[config.mk]
export PLATFORM = sky130hd
export DESIGN_NAME = pulse_count_position_stop_controller_top
export DESIGN_NICKNAME = d
export VERILOG_FILES = /design/src/hw/rtl/pcps_pkg.sv /design/src/hw/rtl/pcps_fifo.sv /design/src/hw/rtl/pcps_front.sv /design/src/hw/rtl/pcps_back.sv /design/src/hw/rtl/pulse_count_position_stop_controller_top.sv
export SDC_FILE = /design/constraint.sdc
export NUM_CORES = 1
export LEC_CHECK = 0
export ABC_AREA = 1
export BUFFER_PORTS_ARGS = -buffer_cell sky130_fd_sc_hd__buf_2
export CAP_MARGIN = 20
export CORE_MARGIN = 3
export CORE_UTILIZATION = 35
export CTS_BUF_LIST = sky130_fd_sc_hd__clkbuf_8 sky130_fd_sc_hd__clkbuf_16
export DETAILED_ROUTE_END_ITERATION = 6
export PLACE_DENSITY = 0.52
export SYNTH_ARGS = -nofsm -noshare
export SYNTH_HDL_FRONTEND = slang
export SYNTH_SLANG_ARGS = --single-unit
[constraint.sdc]
create_clock -name clk_i -period 3.35 [get_ports clk_i]
set_input_delay 0.335 -clock clk_i [delete_from_list [all_inputs] [get_ports clk_i]]
set_output_delay 0.335 -clock clk_i [all_outputs]
set_load 0.02 [all_outputs]
[src/hw/rtl/pcps_pkg.sv]
// Shared codes and control types for the pulse-count position/stop controller.
// No dependencies; imported by every module of the block except pcps_fifo.
package pcps_pkg;

  localparam int unsigned POS_WIDTH_DEFAULT = 16;
  localparam int unsigned TARGET_IN_WIDTH   = 16;
  localparam int unsigned CMD_DEPTH         = 2;
  localparam int unsigned RES_DEPTH         = 2;

  // input mode codes
  localparam logic [2:0] MODE_TICK   = 3'd0;
  localparam logic [2:0] MODE_TARGET = 3'd1;
  localparam logic [2:0] MODE_MOTION = 3'd2;
  localparam logic [2:0] MODE_LIMIT  = 3'd3;
  localparam logic [2:0] MODE_REZERO = 3'd4;

  // motion codes
  localparam logic [1:0] MOT_STOP = 2'd0;
  localparam logic [1:0] MOT_INC  = 2'd1;
  localparam logic [1:0] MOT_DEC  = 2'd2;

  // limit event codes
  localparam logic [1:0] LEV_NONE   = 2'd0;
  localparam logic [1:0] LEV_LIMIT  = 2'd1;
  localparam logic [1:0] LEV_REZERO = 2'd2;

  typedef enum logic [2:0] {
    OP_TICK,
    OP_TARGET,
    OP_MOTION,
    OP_LIMIT,
    OP_REZERO,
    OP_NOP
  } op_e;

  // decoded request, minus the target value
  typedef struct packed {
    op_e        op;
    logic       sense;
    logic [1:0] motion;
  } cmd_ctl_t;

  // per-result flags and motion
  typedef struct packed {
    logic [1:0] motion;
    logic       moving;
    logic       pos_ev;
    logic       mot_ev;
    logic       tgt_ev;
    logic [1:0] lim_ev;
  } res_flags_t;

endpackage

[src/hw/rtl/pcps_fifo.sv]
// Small register FIFO used for the request queue and the result queue.
// Depends on nothing but its parameters; payload type is a parameter.
module pcps_fifo #(
  parameter type         T     = logic,
  parameter int unsigned DEPTH = 2
) (
  input  logic clk_i,
  input  logic rst_ni,
  input  logic push_i,
  input  T     data_i,
  output logic full_o,
  input  logic pop_i,
  output T     data_o,
  output logic empty_o
);

  localparam int unsigned PW = (DEPTH > 1) ? $clog2(DEPTH) : 1;
  localparam int unsigned CW = $clog2(DEPTH + 1);

  T                mem_q [DEPTH];
  logic [PW-1:0]   wptr_q, rptr_q;
  logic [CW-1:0]   count_q;
  logic            do_push, do_pop;

  assign full_o  = (count_q == CW'(DEPTH));
  assign empty_o = (count_q == '0);
  assign do_push = push_i && !full_o;
  assign do_pop  = pop_i && !empty_o;
  assign data_o  = mem_q[rptr_q];

  always_ff @(posedge clk_i) begin
    if (do_push) begin
      mem_q[wptr_q] <= data_i;
    end
  end

  always_ff @(posedge clk_i or negedge rst_ni) begin
    if (!rst_ni) begin
      wptr_q  <= '0;
      rptr_q  <= '0;
      count_q <= '0;
    end else begin
      if (do_push) begin
        wptr_q <= (wptr_q == PW'(DEPTH - 1)) ? '0 : wptr_q + 1'b1;
      end
      if (do_pop) begin
        rptr_q <= (rptr_q == PW'(DEPTH - 1)) ? '0 : rptr_q + 1'b1;
      end
      if (do_push && !do_pop) begin
        count_q <= count_q + 1'b1;
      end else if (do_pop && !do_push) begin
        count_q <= count_q - 1'b1;
      end
    end
  end

endmodule

[src/hw/rtl/pcps_front.sv]
// Front end: decodes incoming requests, saturates the target and queues them.
// Depends on pcps_pkg and pcps_fifo.
module pcps_front
  import pcps_pkg::*;
#(
  parameter int unsigned POS_WIDTH = POS_WIDTH_DEFAULT
) (
  input  logic                        clk_i,
  input  logic                        rst_ni,
  input  logic                        push_i,
  output logic                        full_o,
  input  logic [2:0]                  mode_i,
  input  logic                        sense_level_i,
  input  logic signed [TARGET_IN_WIDTH-1:0] target_value_i,
  input  logic [1:0]                  new_motion_i,
  input  logic                        pop_i,
  output logic                        empty_o,
  output cmd_ctl_t                    ctl_o,
  output logic signed [POS_WIDTH-1:0] tgt_o
);

  typedef struct packed {
    cmd_ctl_t                    ctl;
    logic signed [POS_WIDTH-1:0] tgt;
  } entry_t;

  localparam logic signed [32:0] PMAX = (33'sd1 <<< (POS_WIDTH - 1)) - 33'sd1;
  localparam logic signed [32:0] PMIN = -PMAX - 33'sd1;

  entry_t             in_d, out_q;
  logic signed [32:0] tgt_ext;

  always_comb begin
    in_d.ctl.sense  = sense_level_i;
    // motion code three means stopped
    in_d.ctl.motion = (new_motion_i == 2'd3) ? MOT_STOP : new_motion_i;
    case (mode_i)
      MODE_TICK:   in_d.ctl.op = OP_TICK;
      MODE_TARGET: in_d.ctl.op = OP_TARGET;
      MODE_MOTION: in_d.ctl.op = OP_MOTION;
      MODE_LIMIT:  in_d.ctl.op = OP_LIMIT;
      MODE_REZERO: in_d.ctl.op = OP_REZERO;
      default:     in_d.ctl.op = OP_NOP;
    endcase
    tgt_ext = 33'(target_value_i);
    if (tgt_ext > PMAX) begin
      in_d.tgt = PMAX[POS_WIDTH-1:0];
    end else if (tgt_ext < PMIN) begin
      in_d.tgt = PMIN[POS_WIDTH-1:0];
    end else begin
      in_d.tgt = tgt_ext[POS_WIDTH-1:0];
    end
  end

  pcps_fifo #(
    .T     (entry_t),
    .DEPTH (CMD_DEPTH)
  ) u_cmd_fifo (
    .clk_i   (clk_i),
    .rst_ni  (rst_ni),
    .push_i  (push_i),
    .data_i  (in_d),
    .full_o  (full_o),
    .pop_i   (pop_i),
    .data_o  (out_q),
    .empty_o (empty_o)
  );

  assign ctl_o = out_q.ctl;
  assign tgt_o = out_q.tgt;

endmodule

[src/hw/rtl/pcps_back.sv]
// Back end: holds the controller state and carries out one request per cycle while the result queue is not full.
// Depends on pcps_pkg.
module pcps_back
  import pcps_pkg::*;
#(
  parameter int unsigned POS_WIDTH = POS_WIDTH_DEFAULT
) (
  input  logic                        clk_i,
  input  logic                        rst_ni,
  input  logic                        cmd_valid_i,
  input  cmd_ctl_t                    ctl_i,
  input  logic signed [POS_WIDTH-1:0] tgt_i,
  input  logic                        res_full_i,
  output logic                        cmd_take_o,
  output res_flags_t                  flags_o,
  output logic signed [POS_WIDTH-1:0] position_o,
  output logic signed [POS_WIDTH-1:0] target_o,
  output logic                        target_set_o,
  output logic signed [POS_WIDTH-1:0] limit_o
);

  localparam logic signed [POS_WIDTH-1:0] PMAX = {1'b0, {(POS_WIDTH-1){1'b1}}};
  localparam logic signed [POS_WIDTH-1:0] PMIN = {1'b1, {(POS_WIDTH-1){1'b0}}};

  logic [1:0]                  motion_q, motion_d;
  logic                        sense_q, sense_d;
  logic signed [POS_WIDTH-1:0] pos_q, pos_d;
  logic signed [POS_WIDTH-1:0] tgt_q, tgt_d;
  logic                        tvalid_q, tvalid_d;
  logic signed [POS_WIDTH-1:0] lim_q, lim_d;

  logic signed [POS_WIDTH-1:0] pos_step;
  logic signed [POS_WIDTH:0]   lim_diff, tgt_diff;
  logic signed [POS_WIDTH-1:0] lim_sat, tgt_sat;
  res_flags_t                  fl;

  assign cmd_take_o = cmd_valid_i && !res_full_i;

  always_comb begin
    // saturated one-step move in the current direction
    if (motion_q == MOT_DEC) begin
      pos_step = (pos_q == PMIN) ? pos_q : pos_q - 1'b1;
    end else begin
      pos_step = (pos_q == PMAX) ? pos_q : pos_q + 1'b1;
    end

    lim_diff = {lim_q[POS_WIDTH-1], lim_q} - {pos_q[POS_WIDTH-1], pos_q};
    tgt_diff = {tgt_q[POS_WIDTH-1], tgt_q} - {pos_q[POS_WIDTH-1], pos_q};
    if (lim_diff[POS_WIDTH] != lim_diff[POS_WIDTH-1]) begin
      lim_sat = lim_diff[POS_WIDTH] ? PMIN : PMAX;
    end else begin
      lim_sat = lim_diff[POS_WIDTH-1:0];
    end
    if (tgt_diff[POS_WIDTH] != tgt_diff[POS_WIDTH-1]) begin
      tgt_sat = tgt_diff[POS_WIDTH] ? PMIN : PMAX;
    end else begin
      tgt_sat = tgt_diff[POS_WIDTH-1:0];
    end

    motion_d = motion_q;
    sense_d  = sense_q;
    pos_d    = pos_q;
    tgt_d    = tgt_q;
    tvalid_d = tvalid_q;
    lim_d    = lim_q;
    fl       = '0;

    case (ctl_i.op)
      OP_TICK: begin
        if (motion_q != MOT_STOP) begin
          fl.moving = 1'b1;
          if (ctl_i.sense != sense_q) begin
            sense_d   = ctl_i.sense;
            pos_d     = pos_step;
            fl.pos_ev = 1'b1;
          end
          if (tvalid_q && ((motion_q == MOT_INC && pos_d >= tgt_q) ||
                           (motion_q == MOT_DEC && pos_d <= tgt_q))) begin
            motion_d  = MOT_STOP;
            fl.mot_ev = 1'b1;
          end
        end
      end
      OP_TARGET: begin
        tgt_d     = tgt_i;
        tvalid_d  = 1'b1;
        fl.tgt_ev = 1'b1;
        if (tgt_i > pos_q) begin
          motion_d  = MOT_INC;
          fl.mot_ev = 1'b1;
        end else if (tgt_i < pos_q) begin
          motion_d  = MOT_DEC;
          fl.mot_ev = 1'b1;
        end
      end
      OP_MOTION: begin
        tvalid_d = 1'b0;
        tgt_d    = '0;
        if (motion_q != ctl_i.motion) begin
          motion_d  = ctl_i.motion;
          fl.mot_ev = 1'b1;
        end
      end
      OP_LIMIT: begin
        lim_d     = pos_q;
        fl.lim_ev = LEV_LIMIT;
      end
      OP_REZERO: begin
        lim_d = lim_sat;
        if (tvalid_q) begin
          tgt_d = tgt_sat;
        end
        pos_d     = '0;
        fl.lim_ev = LEV_REZERO;
      end
      default: begin
      end
    endcase
    fl.motion = motion_d;
  end

  assign flags_o      = fl;
  assign position_o   = pos_d;
  assign target_o     = tvalid_d ? tgt_d : '0;
  assign target_set_o = tvalid_d;
  assign limit_o      = lim_d;

  always_ff @(posedge clk_i or negedge rst_ni) begin
    if (!rst_ni) begin
      motion_q <= MOT_STOP;
      sense_q  <= 1'b0;
      pos_q    <= '0;
      tgt_q    <= '0;
      tvalid_q <= 1'b0;
      lim_q    <= '0;
    end else if (cmd_take_o) begin
      motion_q <= motion_d;
      sense_q  <= sense_d;
      pos_q    <= pos_d;
      tgt_q    <= tgt_d;
      tvalid_q <= tvalid_d;
      lim_q    <= lim_d;
    end
  end

endmodule

[src/hw/rtl/pulse_count_position_stop_controller_top.sv]
// Pulse-counting blind position controller, top level. One request (tick or
// command) is taken per clock cycle while the result queue has room; its result
// reaches the result ports through two queues: the request is held in the
// request queue while the execute stage works it out, and the result is then
// written into the result queue. The execute stage
// updates position, target, limit and motion state combinationally, so it
// never limits throughput. Two requests queue up in front and two results
// behind before full is raised. Position, target and limit are POS_WIDTH-bit
// signed values that saturate at their range.
// Depends on pcps_pkg, pcps_fifo, pcps_front and pcps_back.
module pulse_count_position_stop_controller_top
  import pcps_pkg::*;
#(
  parameter int unsigned POS_WIDTH = POS_WIDTH_DEFAULT
) (
  input  logic                              clk_i,
  input  logic                              rst_ni,
  input  logic                              push,
  output logic                              full,
  input  logic [2:0]                        mode_i,
  input  logic                              sense_level_i,
  input  logic signed [TARGET_IN_WIDTH-1:0] target_value_i,
  input  logic [1:0]                        new_motion_i,
  output logic                              empty,
  input  logic                              pop,
  output logic signed [POS_WIDTH-1:0]       position_now_o,
  output logic signed [POS_WIDTH-1:0]       target_now_o,
  output logic                              target_set_o,
  output logic signed [POS_WIDTH-1:0]       limit_now_o,
  output logic [1:0]                        motion_now_o,
  output logic                              drive_up_o,
  output logic                              drive_down_o,
  output logic                              moving_flag_o,
  output logic                              position_event_o,
  output logic                              motion_event_o,
  output logic                              target_event_o,
  output logic [1:0]                        limit_event_o
);

  typedef struct packed {
    res_flags_t                  flags;
    logic signed [POS_WIDTH-1:0] pos;
    logic signed [POS_WIDTH-1:0] tgt;
    logic                        tset;
    logic signed [POS_WIDTH-1:0] lim;
  } res_t;

  cmd_ctl_t                    ctl;
  logic signed [POS_WIDTH-1:0] cmd_tgt;
  logic                        cmd_empty, cmd_take, res_full;
  res_t                        res_d, res_q;

  pcps_front #(
    .POS_WIDTH (POS_WIDTH)
  ) u_front (
    .clk_i          (clk_i),
    .rst_ni         (rst_ni),
    .push_i         (push),
    .full_o         (full),
    .mode_i         (mode_i),
    .sense_level_i  (sense_level_i),
    .target_value_i (target_value_i),
    .new_motion_i   (new_motion_i),
    .pop_i          (cmd_take),
    .empty_o        (cmd_empty),
    .ctl_o          (ctl),
    .tgt_o          (cmd_tgt)
  );

  pcps_back #(
    .POS_WIDTH (POS_WIDTH)
  ) u_back (
    .clk_i        (clk_i),
    .rst_ni       (rst_ni),
    .cmd_valid_i  (!cmd_empty),
    .ctl_i        (ctl),
    .tgt_i        (cmd_tgt),
    .res_full_i   (res_full),
    .cmd_take_o   (cmd_take),
    .flags_o      (res_d.flags),
    .position_o   (res_d.pos),
    .target_o     (res_d.tgt),
    .target_set_o (res_d.tset),
    .limit_o      (res_d.lim)
  );

  pcps_fifo #(
    .T     (res_t),
    .DEPTH (RES_DEPTH)
  ) u_res_fifo (
    .clk_i   (clk_i),
    .rst_ni  (rst_ni),
    .push_i  (cmd_take),
    .data_i  (res_d),
    .full_o  (res_full),
    .pop_i   (pop),
    .data_o  (res_q),
    .empty_o (empty)
  );

  assign position_now_o   = res_q.pos;
  assign target_now_o     = res_q.tgt;
  assign target_set_o     = res_q.tset;
  assign limit_now_o      = res_q.lim;
  assign motion_now_o     = res_q.flags.motion;
  assign drive_up_o       = (res_q.flags.motion == MOT_DEC);
  assign drive_down_o     = (res_q.flags.motion == MOT_INC);
  assign moving_flag_o    = res_q.flags.moving;
  assign position_event_o = res_q.flags.pos_ev;
  assign motion_event_o   = res_q.flags.mot_ev;
  assign target_event_o   = res_q.flags.tgt_ev;
  assign limit_event_o    = res_q.flags.lim_ev;

endmodule

== Yosys cells after proc, flatten, opt, wreduce, memory -nomap -nowiden ==
Memory sizes are Yosys's and may differ from the RTL's.
Index checks and enable logic that the tools add are counted.

* Word-level logic and storage cells: 131
* Output and inout bits: 61
* Flip-flop bits (word level): 60
* Memories: 2
* Input port bits: 26
* RAM bits: 158

{| class="wikitable"
|+ Memories
! name !! words !! bits a word !! rd ports !! clocked after memory_dff !! wr ports !! RTL line !! text
|-
| u_res_fifo.mem_q || 2 || 57 || 1 || 0 || 1 || pcps_fifo.sv:20 || <nowiki>T mem_q [DEPTH];</nowiki>
|-
| u_front.u_cmd_fifo.mem_q || 2 || 22 || 1 || 0 || 1 || pcps_fifo.sv:20 ||
|}

* Muxes and demuxes: 49
* Magnitude comparators: 6
* Equality and inequality tests: 21
* Add/sub/neg operators: 12
* Reduce and logical (&&, ||, !) cells: 29

{| class="wikitable"
|+ Operator list
! operator !! count
|-
| 2-to-1 mux 16 bit || 15
|-
| case mux 16 bit (2 select lines) || 2
|-
| case mux 16 bit (3 select lines) || 1
|-
| subtractor 16 x 16 -> 17 bit || 2
|-
| equality test 16 bit (second input constant) || 2
|-
| 2-to-1 mux 2 bit || 11
|-
| adder 16 x 1 -> 16 bit (second input constant) || 1
|-
| greater-or-equal comparator 16 bit || 1
|-
| > comparator 16 bit || 1
|-
| > comparator 16 bit (second input constant) || 1
|-
| <= comparator 16 bit || 1
|-
| less-than comparator 16 bit || 1
|-
| less-than comparator 16 bit (second input constant) || 1
|-
| subtractor 16 x 1 -> 16 bit (second input constant) || 1
|-
| case mux 3 bit (5 select lines) || 1
|-
| 2-to-1 mux 1 bit || 14
|-
| equality test 3 x 2 -> 1 bit (second input constant) || 4
|-
| logical AND 1 bit || 12
|-
| equality test 2 bit (second input constant) || 5
|-
| logical NOT 1 bit || 8
|-
| equality test 3 x 1 -> 1 bit (second input constant) || 2
|-
| equality test 3 bit (second input constant) || 2
|-
| logical NOT 3 bit || 2
|-
| case mux 2 bit (3 select lines) || 1
|-
| 14 further kinds || 25
|}

== Logic depth before layout (Yosys ltp) ==
Gate-level depths: netlist (run 1).

* Depth in word-level cells: 13
* Gate-level depth with buffers: 31
* Gate-level depth less buffers: 30

== Modules after synthesis ==
A second synthesis (run 1) with hierarchy kept.

* Cell total of the unflattened synthesis: 1782
* Area total of the unflattened synthesis: 13995.9 µm²

{| class="wikitable"
|+ By module, submodules not included
! module !! times used !! area each (µm²) !! seq. area each (µm²) !! cells each
|-
| pcps_back || 1 || 7649.8 || 1301.2 || 1275
|-
| pcps_fifo at u_res_fifo || 1 || 4389.2 || 3523.4 || 330
|-
| pcps_fifo at u_front.u_cmd_fifo || 1 || 1840.5 || 1421.4 || 146
|-
| pcps_front || 1 || 97.6 || 0.0 || 26
|-
| pulse_count_position_stop_controller_top || 1 || 18.8 || 0.0 || 5
|}

== Least setup slack after synthesis (run 1) ==
OpenSTA, ideal clock, no wires.

* Path kind: reg2reg
* From: reg u_res_fifo.count_q[1]
* To: mem u_res_fifo.mem_q[0][0] (netlist bit) (enable)
* Buffers on the path: 1
* Arrival: 3215 ps
* Clock period less this slack: 3687 ps
* Cell stages (with the launch flop): 5
* Required time: 2878 ps
* Setup time: 472 ps
* Slack: -337 ps
* Cells stage by stage: dfrtp_1 > inv_1 > o22ai_1 > clkbuf_1 > nor2_1

* Longest elaborated chain between the ends: 6

{| class="wikitable"
|+ Ends and longest elaborated chain
! what !! RTL line !! text
|-
| start: declaration || pcps_fifo.sv:22 || <nowiki>logic [CW-1:0] count_q;</nowiki>
|-
| start signal: assignment || pcps_fifo.sv:50 || <nowiki>count_q <= count_q + 1'b1;</nowiki>
|-
| start signal: assignment || pcps_fifo.sv:52 || <nowiki>count_q <= count_q - 1'b1;</nowiki>
|-
| equality test 2 bit (*) || pcps_fifo.sv:25 || <nowiki>assign full_o = (count_q == CW'(DEPTH));</nowiki>
|-
| logical NOT 1 bit (*) || pcps_fifo.sv:27, pcps_back.sv:37 ||
|-
| logical AND 1 bit || pcps_back.sv:37 || <nowiki>assign cmd_take_o = cmd_valid_i && !res_full_i;</nowiki>
|-
| logical AND 1 bit (*) || pcps_fifo.sv:27 || <nowiki>assign do_push = push_i && !full_o;</nowiki>
|-
| 2-to-1 mux 1 bit (*) || pcps_fifo.sv:32 || <nowiki>if (do_push) begin</nowiki>
|-
| 2-to-1 mux 1 bit (not written as such) (*) || pcps_fifo.sv:33 || <nowiki>mem_q[wptr_q] <= data_i;</nowiki>
|-
| end: declaration || pcps_fifo.sv:20 ||
|}

Mark *: on every way between the ends. The rest lies on a longest branch, timed or not.

==> results of run 1 <==
[layer usage]
layer | wire, um | track usage
met3 | 2860 | 0.0338
met2 | 19200 | 0.323
met4 | 1240 | 0.0590
met5 | 0 | 0
met1 | 22000 | 0.316
[flip-flops by register name, summed over array words and instances, names as in the netlist]
| signal | cells |
|---|---|
| u_back.tvalid_q | 1 |
| u_back.pos_q | 16 |
| u_res_fifo.mem_q | 114 |
| u_res_fifo.count_q | 2 |
| u_front.u_cmd_fifo.mem_q | 44 |
| u_back.lim_q | 16 |
| u_back.motion_q | 2 |
| u_res_fifo.wptr_q | 1 |
| u_front.u_cmd_fifo.rptr_q | 1 |
| u_res_fifo.rptr_q | 1 |
| u_back.tgt_q | 16 |
| u_front.u_cmd_fifo.wptr_q | 1 |
| u_back.sense_q | 1 |
| u_front.u_cmd_fifo.count_q | 2 |
[stage by stage]
stage               area [sq um]   util  hold WS (ns)  setup slack, ns
global route               16900  0.442        0.0604          -0.0818
global placement           15300  0.400         0.469          -0.0170
floorplan                  13800      -        0.0394           0.0672
finish                     16900  0.442        0.0461            0.191
CTS                        16300  0.427        0.0333           0.0336
detailed placement         15300  0.400         0.471          -0.0245
[cell usage after synthesis, types with 15 or more instances]
cell type                  number  share of area
sky130_fd_sc_hd__a21oi_1       66          0.024
sky130_fd_sc_hd__buf_2         26         0.0095
sky130_fd_sc_hd__clkbuf_1      50          0.014
sky130_fd_sc_hd__dfrtp_1       60           0.11
sky130_fd_sc_hd__edfxtp_1     158           0.34
sky130_fd_sc_hd__ha_1          69          0.063
sky130_fd_sc_hd__inv_1        155          0.042
sky130_fd_sc_hd__nand2_1      768           0.21
sky130_fd_sc_hd__nand3_1      121          0.044
sky130_fd_sc_hd__nor2_1       110          0.030
sky130_fd_sc_hd__o21ai_0       51          0.019
sky130_fd_sc_hd__o21bai_1      20          0.011
sky130_fd_sc_hd__xnor2_1       15         0.0096
sky130_fd_sc_hd__xor2_1        36          0.023
[cell families after synthesis]
family,after synthesis,synth area share
AOI/OAI and AO/OA,169,0.0696
muxes,2,0.00146
and+or+nand+nor,1040,0.304
adders and majority gates,71,0.0657
DFF,218,0.454
xor gates and xnor gates,51,0.0325
buffers and inverters,252,0.0723
[worst max-delay path: cells and delay by family (launching register included)]
kind                       cells  cell delay [ns]
DFF                            1             0.40
and+or+nand+nor                9             0.94
AOI/OAI and AO/OA              3             0.58
buffers and inverters          4             0.64
adders and majority gates      1             0.28
[area by class of cell]
class	count	area share
multi-input combinational	1333	0.404
sequential	218	0.371
timing repair buffer	224	0.0982
clock buffer	27	0.0387
inverter	167	0.0380
tap	511	0.0379
clock inverter	19	0.0111
timing repair inverter	1	0.000445
[what timing repair did]
| action | in CTS | in global routing |
|---|---|---|
| buffers inserted | 0 | 20 |
| hold endpoints to repair | 61 | 0 |
| resized for setup | 2 | 105 |
| hold buffers | 19 | 0 |
| pin swaps | 0 | 17 |
| setup endpoints to repair | 8 | 38 |
| gates cloned | 0 | 3 |
[worst paths after layout]
kind	to	slack, ns	depth (start not counted)
setup / recovery	u_res_fifo.mem_q[0][27]	0.19	17
hold / removal	u_front.u_cmd_fifo.mem_q[1][19]	0.05	2
setup reg to reg	u_res_fifo.mem_q[0][27]	0.19	17
hold reg to reg	u_back.lim_q[0]	0.49	2
max in group asynchronous	u_back.lim_q[6]	2.15	3
min in group asynchronous	u_back.tgt_q[12]	0.41	2
==> impl_metrics.sql, run 1 <==
INSERT INTO impl_metrics (metric_group, metric, value, unit) VALUES
('setup_path', 'crit_chain', 'buf_6 > inv_1 > buf_12 > ha_1 > a21oi_1 > nand2_1 > a21oi_1 > nand2_1 > nand2_1 > nand2_1 > nand2_1 > nand2_1 > buf_12 > nor2_1 > o21bai_1 > nand2_1 > nor2_1', ''),
('clock_tree', 'clkLatencyLatePin', '0.56', 'ns'),
('routing', 'first_pass_iters', '5', ''),
('global_routing', 'grt_pass1_vias', '11700', ''),
('timing', 'unrepaired_setup_endpoints_after_global_routing', 'true', ''),
('worst_hold_path', 'hold_path_startpoint', 'mode_i[0]', ''),
('routing', 'detail_route.wirelength', '45.3', 'mm'),
('placement', 'numPortBuffers', '86', ''),
('setup_path', 'max_stage_delay', '0.40', 'ns'),
('timing', 'final.setup_skew', '0.0133', 'ns'),
('layout', 'area.sequential', '6260', 'sq um'),
('setup_path', 'worst-path-max-fanout', '10', ''),
('layout', 'layout-drive-gt1-share', '0.180', ''),
('clock_tree', 'root_buffer', 'sky130_fd_sc_hd__clkbuf_16', ''),
('synth', 'synth.lib_cells_used.distinct', '47', ''),
('layout', 'area_growth', '22.6', '%'),
('setup_path', 'crit_arrival', '3.42', 'ns'),
('layout', 'mostFrequentLayoutCells', '753 x sky130_fd_sc_hd__nand2_1, 158 x sky130_fd_sc_hd__edfxtp_1, 150 x sky130_fd_sc_hd__inv_1, 116 x sky130_fd_sc_hd__nand3_1, 100 x sky130_fd_sc_hd__buf_4', ''),
('routing', 'detail_route.vias_per_cell', '4.92', ''),
('routing', 'drt_iter0_drc', '897', ''),
('timing', 'period_minus_slack', '3.16', 'ns'),
('floorplanning', 'placementRows', '71', ''),
('timing', 'report.final.slew_viol_count', '0', ''),
('floorplanning', 'die_area', '41700', 'sq um'),
('setup_path', 'cp-end-kind', 'flip-flop', ''),
('synth', 'count_of_yosys_warnings_during_synthesis', '0', ''),
('synth', 'yosys_most_used_dff', 'sky130_fd_sc_hd__edfxtp_1', ''),
('synth', 'summed_instance_area_of_the_synthesized_netlist', '13800', 'sq um'),
('synth', 'synthArstFlopShare', '0.275', ''),
('setup_path', 'cp-start-kind', 'flip-flop', ''),
('layout', 'final_common_cell', 'sky130_fd_sc_hd__nand2_1', ''),
('clock_tree', 'num_clock_sinks', '218', ''),
('clock_tree', 'path_clk_slew', '0.06', 'ns'),
('routing', 'number_of_remaining_drc_errors', '0', ''),
('layout', 'filler_cell_count', '3840', ''),
('synth', 'synth_sequential_area_ratio', '0.454', ''),
('worst_hold_path', 'hold_path_class', 'input pin to flip-flop', ''),
('floorplanning', 'chipHeight', '204', 'um'),
('timing', 'setup-violations-final', '0', ''),
('global_routing', 'grtUsageTotal', '0.213', ''),
('flow_run', 'max-cap-violations', '0', ''),
('synth', 'syn_inst', '1803', ''),
('clock_tree', 'cts_tree', 'yes', ''),
('setup_path', 'critical_path.startpoint', 'u_back.pos_q[11]', ''),
('layout', 'finalNonFillerCells', '2500', ''),
('routing', 'num_vias', '12300', ''),
('floorplanning', 'io_pins', '87', ''),
('timing', 'totalNegativeSetupSlack', '0', 'ns'),
('synth', 'synth-seq-cells', '218', ''),
('timing', 'finalCritPeriodShare', '0.943', ''),
('synth', 'syn_nets', '1900', ''),
('global_routing', 'antenna_found_initial', '0', ''),
('global_routing', 'global_route.overflow_total', '0', ''),
('clock_tree', 'cts_made_buffers', '25', ''),
('floorplanning', 'die_width', '204', 'um'),
('setup_path', 'worst_ep_required_time', '3.62', 'ns'),
('timing', 'max_clock_freq', '317', 'MHz'),
('global_routing', 'maximum_number_of_pins_on_one_net_before_global_route_repair', '58', ''),
('placement', 'place_inst', '2412', ''),
('global_routing', 'grt_pass1_wl', '68.4', 'mm'),
('status', 'outcome', 'completed', ''),
('layout', 'antennaDiodeCount', '0', ''),
('setup_path', 'critical_path.slowest_cell', 'sky130_fd_sc_hd__dfrtp_1', ''),
('synth', 'avgSynthCellArea', '7.63', 'sq um'),
('floorplanning', 'placeableCoreArea', '38200', 'sq um'),
('layout', 'nets', '2067', ''),
('setup_path', 'crit_type', 'flip-flop to flip-flop', ''),
('routing', 'ant_nets', '0', ''),
('setup_path', 'crit-reg2reg-launch', 'u_back.pos_q[11]', ''),
('timing', 'worst-slew-pin-transition', '0.853', 'ns'),
('placement', 'dpl.hpwl', '33.0', 'mm'),
('setup_path', 'critical-path-top-cell-by-count', 'sky130_fd_sc_hd__nand2_1', ''),
('clock_tree', 'cts_buffer_depth', '3', ''),
('floorplanning', 'initial_util', '0.360', ''),
('layout', 'footprint_of_the_multi_input_gates', '6820', 'sq um'),
('synth', 'synth-edff-count', '158', ''),
('timing', 'slew-limit-headroom', '0.431', ''),
('routing', 'wire_per_inst', '18.1', 'um'),
('clock_tree', 'ctsHtreeMaxLevel', '1', ''),
('placement', 'place_congestion', '0.907', ''),
('timing', 'hold_violations', '0', '');
Power of run 1 is left out: the tool's default activity adds up to more than one toggle a clock period on the data nets, which glitch-free logic cannot reach.
==> run 2, diff against run 1 <==
--- a/config.mk
+++ b/config.mk
@@ -5,7 +5,6 @@
 export SDC_FILE = /design/constraint.sdc
 export NUM_CORES = 1
 export LEC_CHECK = 0
-export ABC_AREA = 1
 export BUFFER_PORTS_ARGS = -buffer_cell sky130_fd_sc_hd__buf_2
 export CAP_MARGIN = 20
 export CORE_MARGIN = 3
==> run 2 against run 1 <==
Against the previous run: the run now ends with negative setup slack left; highest routed layer unchanged; global-route usage down 0.24 points; routed wire length down 8.6%; synthesized cell count down 32%; hold slack worse by 0.016 ns; worst setup slack worse by 0.87 ns; critical endpoint is now u_res_fifo.mem_q[0][52]; clock skew up 0.0035 ns; cell count down 21%.
==> impl_metrics.sql, run 2 <==
INSERT INTO impl_metrics (metric_group, metric, value, unit) VALUES
('status', 'outcome', 'finished with violations', ''),
('status', 'failed_checks', 'negative setup slack', ''),
('global_routing', 'grt_pass1_vias', '10500', ''),
('setup_path', 'crit_type', 'flip-flop to flip-flop', ''),
('synth', 'synth-seq-cells', '218', ''),
('timing', 'post-route-worst-setup-slack', '-0.677', 'ns'),
('synth', 'synth-edff-count', '158', ''),
('routing', 'wire_per_inst', '20.9', 'um'),
('synth', 'syn_nets', '1324', ''),
('timing', 'report.final.slew_viol_count', '0', ''),
('timing', 'final.setup_skew', '0.0168', 'ns'),
('layout', 'layout-drive-gt1-share', '0.325', ''),
('clock_tree', 'root_buffer', 'sky130_fd_sc_hd__clkbuf_16', ''),
('timing', 'hold_violations', '0', ''),
('timing', 'period_minus_slack', '4.03', 'ns'),
('setup_path', 'critical_path.slowest_cell', 'sky130_fd_sc_hd__or4_4', ''),
('synth', 'syn_inst', '1227', ''),
('synth', 'summed_instance_area_of_the_synthesized_netlist', '12800', 'sq um'),
('routing', 'ant_nets', '0', ''),
('clock_tree', 'ctsHtreeMaxLevel', '1', ''),
('placement', 'pre_cts_ws', '-0.760', 'ns'),
('setup_path', 'max_stage_delay', '0.55', 'ns'),
('global_routing', 'maximum_number_of_pins_on_one_net_before_global_route_repair', '37', ''),
('layout', 'final_common_cell', 'sky130_fd_sc_hd__buf_4', ''),
('timing', 'setup-violations-final', '8', ''),
('setup_path', 'cp-end-kind', 'flip-flop', ''),
('synth', 'netlist.area_leader.share', '0.371', ''),
('setup_path', 'crit_arrival', '4.30', 'ns'),
('placement', 'placement.cell_area', '15200', 'sq um'),
('routing', 'detail_route.wirelength', '41.4', 'mm'),
('clock_tree', 'cts_made_buffers', '25', ''),
('placement', 'numPortBuffers', '86', ''),
('global_routing', 'global_route.overflow_total', '0', ''),
('layout', 'area_growth', '30.0', '%'),
('layout', 'filler_cell_count', '3359', ''),
('layout', 'biggestRegsByFlops', 'u_res_fifo.mem_q (114), u_front.u_cmd_fifo.mem_q (44)', ''),
('layout', 'nets', '1599', ''),
('timing', 'unrepaired_setup_endpoints_after_global_routing', 'true', ''),
('synth', 'synth_most_common_cell', 'sky130_fd_sc_hd__edfxtp_1', ''),
('routing', 'number_of_remaining_drc_errors', '0', ''),
('synth', 'synth.lib_cells_used.distinct', '65', ''),
('clock_tree', 'path_clk_slew', '0.06', 'ns'),
('synth', 'synthArstFlopShare', '0.275', ''),
('layout', 'antennaDiodeCount', '0', ''),
('synth', 'synth_area_leaders', 'sky130_fd_sc_hd__edfxtp_1 37%, sky130_fd_sc_hd__dfrtp_1 12%, sky130_fd_sc_hd__ha_1 6.8%, sky130_fd_sc_hd__mux2_2 6.5%, sky130_fd_sc_hd__o21ai_0 4.5%', ''),
('setup_path', 'crit_chain', 'or4_4 > or3_4 > or4_4 > nor4_4 > a31oi_1 > o21ai_1 > o31ai_2 > ha_1 > nand2b_4 > nand2_1 > or3_1 > a31oi_1 > o22ai_1 > a311o_1', ''),
('floorplanning', 'io_pins', '87', ''),
('layout', 'layout.core_utilization', '0.464', ''),
('floorplanning', 'initial_util', '0.357', ''),
('floorplanning', 'placeableCoreArea', '35700', 'sq um'),
('placement', 'place_congestion', '0.958', ''),
('timing', 'finalCritPeriodShare', '1.20', ''),
('placement', 'place_inst', '1911', ''),
('clock_tree', 'cts_tree', 'yes', ''),
('timing', 'worst-slew-pin-transition', '0.845', 'ns'),
('layout', 'finalNonFillerCells', '1982', ''),
('synth', 'yosys_most_used_dff', 'sky130_fd_sc_hd__edfxtp_1', ''),
('synth', 'avgSynthCellArea', '10.4', 'sq um'),
('clock_tree', 'num_clock_sinks', '218', ''),
('routing', 'detail_route.vias_per_cell', '5.40', ''),
('setup_path', 'worst_ep_required_time', '3.62', 'ns'),
('clock_tree', 'cts_buffer_depth', '3', ''),
('layout', 'final_cell_area', '16600', 'sq um'),
('placement', 'dpl.hpwl', '30.9', 'mm'),
('global_routing', 'grtUsageTotal', '0.211', ''),
('floorplanning', 'placementRows', '69', ''),
('setup_path', 'cp-start-kind', 'flip-flop', ''),
('synth', 'synthTopCellsByCount', '158 x sky130_fd_sc_hd__edfxtp_1, 116 x sky130_fd_sc_hd__o21ai_0, 103 x sky130_fd_sc_hd__nand2_1', ''),
('layout', 'largest_register_ffs', '114', ''),
('global_routing', 'antenna_found_initial', '0', ''),
('flow_run', 'max-cap-violations', '0', ''),
('synth', 'count_of_yosys_warnings_during_synthesis', '0', ''),
('synth', 'synth_sequential_area_ratio', '0.489', ''),
('layout', 'max_flop_register', 'u_res_fifo.mem_q', ''),
('floorplanning', 'die_area', '38800', 'sq um'),
('routing', 'first_pass_iters', '5', ''),
('synth', 'synth_area_leader_cell', 'sky130_fd_sc_hd__edfxtp_1', ''),
('timing', 'slew-limit-headroom', '0.431', ''),
('clock_tree', 'clkLatencyLatePin', '0.54', 'ns'),
('global_routing', 'grt_pass1_wl', '63.3', 'mm'),
('layout', 'mostFrequentLayoutCells', '206 x sky130_fd_sc_hd__buf_4, 158 x sky130_fd_sc_hd__edfxtp_1, 102 x sky130_fd_sc_hd__nand2_1, 97 x sky130_fd_sc_hd__o21ai_0, 86 x sky130_fd_sc_hd__buf_2', ''),
('routing', 'num_vias', '10700', ''),
('timing', 'max_clock_freq', '248', 'MHz'),
('setup_path', 'worst-path-max-fanout', '3', ''),
('routing', 'drt_iter0_drc', '870', ''),
('worst_hold_path', 'hold_path_class', 'input pin to flip-flop', ''),
('floorplanning', 'die_width', '197', 'um'),
('floorplanning', 'chipHeight', '197', 'um');
## run 2: cell types whose count changed after synthesis, moves of 18 or more
cell,change
sky130_fd_sc_hd__nor2_1,-32
sky130_fd_sc_hd__o21bai_1,-18
sky130_fd_sc_hd__xnor2_1,+18
sky130_fd_sc_hd__xor2_1,-21
sky130_fd_sc_hd__a22oi_1,+39
sky130_fd_sc_hd__buf_2,-21
sky130_fd_sc_hd__inv_1,-93
sky130_fd_sc_hd__nand2_1,-665
sky130_fd_sc_hd__nand3_1,-98
sky130_fd_sc_hd__o21ai_0,+65
sky130_fd_sc_hd__a21o_1,+19
sky130_fd_sc_hd__mux2_2,+74
## run 2: cells by family after synthesis
| kind of cell | Yosys count | share of synthesized area |
|---|---|---|
| buffers and inverters | 134 | 0.0399 |
| xor gates and xnor gates | 48 | 0.0329 |
| DFF | 218 | 0.489 |
| AOI/OAI and AO/OA | 358 | 0.176 |
| muxes | 81 | 0.0707 |
| and+or+nand+nor | 310 | 0.116 |
| adders and majority gates | 78 | 0.0762 |
## run 2: layer usage
layer	share of wire	track usage
met2	0.45	0.329
met4	0.022	0.0486
met3	0.063	0.0374
met1	0.47	0.307
met5	0	0
## run 2: worst paths after layout
kind | start | to | slack [ns] | cells after the start
max | u_back.pos_q[7] | u_res_fifo.mem_q[0][52] | -0.68 | 14
min | target_value_i[14] | u_front.u_cmd_fifo.mem_q[1][14] | 0.03 | 1
max in group asynchronous | rst_ni | u_back.pos_q[11] | 2.37 | 4
min in group asynchronous | rst_ni | u_res_fifo.rptr_q | 0.21 | 2
max reg2reg | u_back.pos_q[7] | u_res_fifo.mem_q[0][52] | -0.68 | 14
min reg2reg | u_front.u_cmd_fifo.count_q[1] | u_front.u_cmd_fifo.count_q[1] | 0.51 | 1
## run 2: area by class of cell
cell class / instances / area [sq um] / area share
clock buffer: 25 / 626 / 0.0377
inverter: 62 / 244 / 0.0147
tap: 461 / 577 / 0.0347
multi-input combinational: 875 / 6370 / 0.384
sequential: 218 / 6250 / 0.376
timing repair buffer: 320 / 2320 / 0.140
clock inverter: 21 / 209 / 0.0126
## run 2: what timing repair did
action,CTS,global route
buffers inserted,2,7
hold buffers,17,0
setup endpoints to repair,39,88
resized for setup,30,60
gates cloned,0,0
hold endpoints to repair,57,0
pin swaps,11,16
## run 2: per-stage QoR
stage                     TNS, ns  hold slack [ns]
after floorplan             -3.17           0.0394
after global placement      -7.78            0.494
after detailed placement    -7.98            0.508
after CTS                   -4.59         0.000260
after global routing        -6.27          0.00466
final                       -4.79           0.0305
## run 2: critical path, delay by kind of cell, from the launching register on
| kind | cells | cell delay [ns] |
|---|---|---|
| adder cells (fa/ha/maj) | 1 | 0.33 |
| AO/OA/AOI/OAI | 6 | 1.02 |
| flip-flops | 1 | 0.39 |
| AND/OR/NAND/NOR | 7 | 2.03 |
Power of run 2 is left out for the same reason.
==> run 3, diff against run 2 <==
--- a/config.mk
+++ b/config.mk
@@ -14,4 +14,5 @@
 export PLACE_DENSITY = 0.52
 export SYNTH_ARGS = -nofsm -noshare
 export SYNTH_HDL_FRONTEND = slang
+export SYNTH_HIERARCHICAL = 1
 export SYNTH_SLANG_ARGS = --single-unit
==> constraint.sdc (replaced) <==
create_clock -name clk_i -period 3.38 [get_ports clk_i]
set_input_delay 0.338 -clock clk_i [delete_from_list [all_inputs] [get_ports clk_i]]
set_output_delay 0.338 -clock clk_i [all_outputs]
set_load 0.02 [all_outputs]
==> run 3 against run 2 <==
Against the previous run: critical path depth grew 4; die area grew 0.83%; sequential share of layout area down 2.4 points; synthesized area rose by 0.86%; first-iteration DRC count shrank 0.57%; routed wire length grew 3.7%; highest routed layer unchanged; core utilization is 3.0 points higher; the run still ends with negative setup slack left; global-route usage increased by 0.56 points; clock-buffer cell count increased by 7; sequential cell count unchanged; clock skew rose by 0.0037 ns.
==> impl_metrics.sql, run 3 <==
INSERT INTO impl_metrics (metric_group, metric, value, unit) VALUES
('routing', 'first_pass_iters', '7', ''),
('layout', 'biggestRegsByFlops', 'u_res_fifo/mem_q (114), u_front/u_cmd_fifo/mem_q (44)', ''),
('synth', 'summed_instance_area_of_the_synthesized_netlist', '12900', 'sq um'),
('setup_path', 'crit_path_end', 'u_res_fifo/mem_q[1][52]', ''),
('routing', 'wire_per_inst', '21.4', 'um'),
('synth', 'synth_area_leaders', 'sky130_fd_sc_hd__edfxtp_1 37%, sky130_fd_sc_hd__dfrtp_1 12%, sky130_fd_sc_hd__ha_1 6.7%, sky130_fd_sc_hd__mux2_2 5.2%, sky130_fd_sc_hd__o21ai_0 3.5%', ''),
('global_routing', 'grt_pass1_vias', '10800', ''),
('synth', 'synth_most_common_cell', 'sky130_fd_sc_hd__edfxtp_1', ''),
('layout', 'footprint_of_the_multi_input_gates', '7010', 'sq um'),
('worst_hold_path', 'min_delay_path_depth', '1', ''),
('layout', 'final_common_cell', 'sky130_fd_sc_hd__buf_4', ''),
('synth', 'synthTopCellsByCount', '158 x sky130_fd_sc_hd__edfxtp_1, 100 x sky130_fd_sc_hd__nand2_1, 90 x sky130_fd_sc_hd__o21ai_0', ''),
('worst_hold_path', 'hold_path_class', 'input pin to flip-flop', ''),
('placement', 'dpl.hpwl', '30.8', 'mm'),
('routing', 'drt_iter0_drc', '865', ''),
('floorplanning', 'placeableCoreArea', '35900', 'sq um'),
('clock_tree', 'clkLatencyLatePin', '0.55', 'ns'),
('routing', 'detail_route.vias_per_cell', '5.51', ''),
('setup_path', 'crit_type', 'flip-flop to flip-flop', ''),
('floorplanning', 'chipHeight', '198', 'um'),
('placement', 'place_congestion', '0.950', ''),
('setup_path', 'setup.reg_to_reg.worst_slack', '-0.48', 'ns'),
('floorplanning', 'die_width', '198', 'um'),
('floorplanning', 'initial_util', '0.359', ''),
('synth', 'avgSynthCellArea', '10.6', 'sq um'),
('timing', 'report.final.slew_viol_count', '0', ''),
('layout', 'final_cell_area', '17700', 'sq um'),
('timing', 'finalCritPeriodShare', '1.14', ''),
('clock_tree', 'num_clock_sinks', '218', ''),
('status', 'failed_checks', 'negative setup slack', ''),
('clock_tree', 'cts_made_buffers', '25', ''),
('synth', 'synth-seq-cells', '218', ''),
('timing', 'hold_violations', '0', ''),
('routing', 'num_vias', '11100', ''),
('synth', 'syn_nets', '1311', ''),
('global_routing', 'use_met2', '0.345', ''),
('timing', 'setup-violations-final', '62', ''),
('setup_path', 'end_of_the_worst_register_to_register_path', 'u_res_fifo/mem_q[1][52]', ''),
('clock_tree', 'path_clk_slew', '0.07', 'ns'),
('routing', 'ant_nets', '0', ''),
('placement', 'numPortBuffers', '86', ''),
('global_routing', 'use_met3', '0.0342', ''),
('layout', 'largest_register_ffs', '114', ''),
('synth', 'netlist.area_leader.share', '0.368', ''),
('timing', 'totalNegativeSetupSlack', '-6.63', 'ns'),
('floorplanning', 'die_area', '39100', 'sq um'),
('synth', 'synth.lib_cells_used.distinct', '78', ''),
('timing', 'slew-limit-headroom', '0.188', ''),
('setup_path', 'crit_arrival', '4.21', 'ns'),
('synth', 'synth-edff-count', '158', ''),
('setup_path', 'reg2reg_depth', '18', ''),
('global_routing', 'maximum_number_of_pins_on_one_net_before_global_route_repair', '36', ''),
('floorplanning', 'io_pins', '87', ''),
('flow_run', 'max-cap-violations', '0', ''),
('layout', 'mostFrequentLayoutCells', '230 x sky130_fd_sc_hd__buf_4, 158 x sky130_fd_sc_hd__edfxtp_1, 96 x sky130_fd_sc_hd__nand2_1, 86 x sky130_fd_sc_hd__buf_2, 75 x sky130_fd_sc_hd__nor2_1', ''),
('synth', 'synth_area_leader_cell', 'sky130_fd_sc_hd__edfxtp_1', ''),
('layout', 'nets', '1625', ''),
('layout', 'antennaDiodeCount', '0', ''),
('timing', 'period_minus_slack', '3.86', 'ns'),
('clock_tree', 'cts_buffer_depth', '3', ''),
('placement', 'pre_cts_ws', '-0.628', 'ns'),
('setup_path', 'cp-end-kind', 'flip-flop', ''),
('routing', 'number_of_remaining_drc_errors', '0', ''),
('layout', 'max_flop_register', 'u_res_fifo/mem_q', ''),
('timing', 'post-route-worst-setup-slack', '-0.479', 'ns'),
('clock_tree', 'root_buffer', 'sky130_fd_sc_hd__clkbuf_16', ''),
('setup_path', 'critical_path.startpoint', 'u_back/pos_q[5]', ''),
('global_routing', 'global_route.overflow_total', '0', ''),
('global_routing', 'met1_usage', '0.308', ''),
('setup_path', 'worst-path-max-fanout', '3', ''),
('timing', 'unrepaired_setup_endpoints_after_global_routing', 'true', ''),
('global_routing', 'grtUsageTotal', '0.216', ''),
('synth', 'syn_inst', '1214', ''),
('synth', 'synth_sequential_area_ratio', '0.485', ''),
('clock_tree', 'cts_tree', 'yes', ''),
('synth', 'yosys_most_used_dff', 'sky130_fd_sc_hd__edfxtp_1', ''),
('setup_path', 'worst_ep_required_time', '3.73', 'ns'),
('layout', 'filler_cell_count', '3293', ''),
('timing', 'final.setup_skew', '0.0205', 'ns'),
('timing', 'max_clock_freq', '259', 'MHz'),
('setup_path', 'cp-start-kind', 'flip-flop', ''),
('status', 'outcome', 'finished with violations', ''),
('layout', 'area.sequential', '6250', 'sq um'),
('global_routing', 'globalRoute.busiestLayer', 'met2', ''),
('placement', 'placement.cell_area', '15400', 'sq um'),
('routing', 'detail_route.wirelength', '42.9', 'mm'),
('layout', 'area_growth', '37.8', '%'),
('global_routing', 'antenna_found_initial', '0', ''),
('layout', 'layout-drive-gt1-share', '0.407', ''),
('setup_path', 'crit-reg2reg-launch', 'u_back/pos_q[5]', ''),
('synth', 'synthArstFlopShare', '0.275', ''),
('clock_tree', 'ctsHtreeMaxLevel', '1', ''),
('timing', 'worst-slew-pin-transition', '1.21', 'ns'),
('floorplanning', 'placementRows', '69', ''),
('global_routing', 'grt_pass1_wl', '64.9', 'mm'),
('synth', 'count_of_yosys_warnings_during_synthesis', '6', '');
## run 3: cell types whose count changed after synthesis, moves of 11 or more
cell	delta
sky130_fd_sc_hd__a21o_1	-13
sky130_fd_sc_hd__a22oi_1	-18
sky130_fd_sc_hd__a31oi_1	+11
sky130_fd_sc_hd__mux2_2	-14
sky130_fd_sc_hd__mux2_4	+20
sky130_fd_sc_hd__nand3_1	+13
sky130_fd_sc_hd__nor3_1	-11
sky130_fd_sc_hd__o21ai_0	-26
sky130_fd_sc_hd__o221ai_1	+14
## run 3: logic make-up (layout without fill, tap and decap cells)
logic type               after synthesis  after routing  synth area share
AO/OA/AOI/OAI                        337            337             0.171
flip-flops                           218            218             0.485
XOR/XNOR                              49             49            0.0333
buffers and inverters                132            465            0.0426
AND/OR/NAND/NOR                      324            324             0.119
multiplexers                          83             83            0.0791
adder cells (fa/ha/maj)               71             71            0.0701
## run 3: layout make-up
class                           instances  share of cell area
Multi-Input combinational cell        864               0.395
Sequential cell                       218               0.352
Timing Repair Buffer                  366               0.160
Clock buffer                           32              0.0407
Tap cell                              461              0.0325
Inverter                               53              0.0121
Clock inverter                         14             0.00740
## run 3: metrics by stage
step                       util  hold WS, ns  cells
after floorplan               -       0.0424   1214
after global placement    0.428        0.500   1892
after detailed placement  0.428        0.510   1892
after CTS                 0.485       0.0209   1998
after global routing      0.494       0.0408   2008
final                     0.494       0.0409   2008
## run 3: layer usage
metal  vias up  wire length [um]
met5         -                 0
met4         0              1070
met3        63              3010
met2       370             19300
met1      5454             19400
li1       5174                 -
## run 3: repair_timing
| item | 4_1_cts | 5_1_grt |
|---|---|---|
| resized for setup | 149 | 48 |
| endpoints found under the setup margin | 97 | 83 |
| buffers inserted | 40 | 16 |
| hold buffers | 18 | 0 |
| pin swaps | 63 | 50 |
| gates cloned | 2 | 0 |
| endpoints found under the hold margin | 55 | 0 |
## run 3: worst min path at each step
| stage | startpoint | end |
|---|---|---|
| floorplan | rst_ni | u_back/lim_q[0] |
| global placement | u_front/u_cmd_fifo/wptr_q | u_front/u_cmd_fifo/wptr_q |
| detailed placement | u_front/u_cmd_fifo/wptr_q | u_front/u_cmd_fifo/wptr_q |
| CTS | mode_i[2] | u_front/u_cmd_fifo/mem_q[1][21] |
| global route | mode_i[2] | u_front/u_cmd_fifo/mem_q[1][21] |
| finish | mode_i[2] | u_front/u_cmd_fifo/mem_q[1][21] |
## run 3: critical path, cell delays in order (launching register included)
cell and delay (ns):
sky130_fd_sc_hd__dfrtp_1 0.41, sky130_fd_sc_hd__buf_6 0.13, sky130_fd_sc_hd__nand4_1 0.11, sky130_fd_sc_hd__buf_4 0.14, sky130_fd_sc_hd__nor4_4 0.04, sky130_fd_sc_hd__and2_4 0.16, sky130_fd_sc_hd__nor4_4 0.34, sky130_fd_sc_hd__nand4_1 0.19
sky130_fd_sc_hd__a21oi_2 0.22, sky130_fd_sc_hd__xnor2_1 0.14, sky130_fd_sc_hd__ha_1 0.29, sky130_fd_sc_hd__a21oi_2 0.17, sky130_fd_sc_hd__a21oi_2 0.07, sky130_fd_sc_hd__or4_4 0.53, sky130_fd_sc_hd__a21oi_2 0.15, sky130_fd_sc_hd__a211oi_2 0.06
sky130_fd_sc_hd__nor2_1 0.15, sky130_fd_sc_hd__a21oi_2 0.07, sky130_fd_sc_hd__o32ai_4 0.30
Power of run 3 is left out for the same reason.
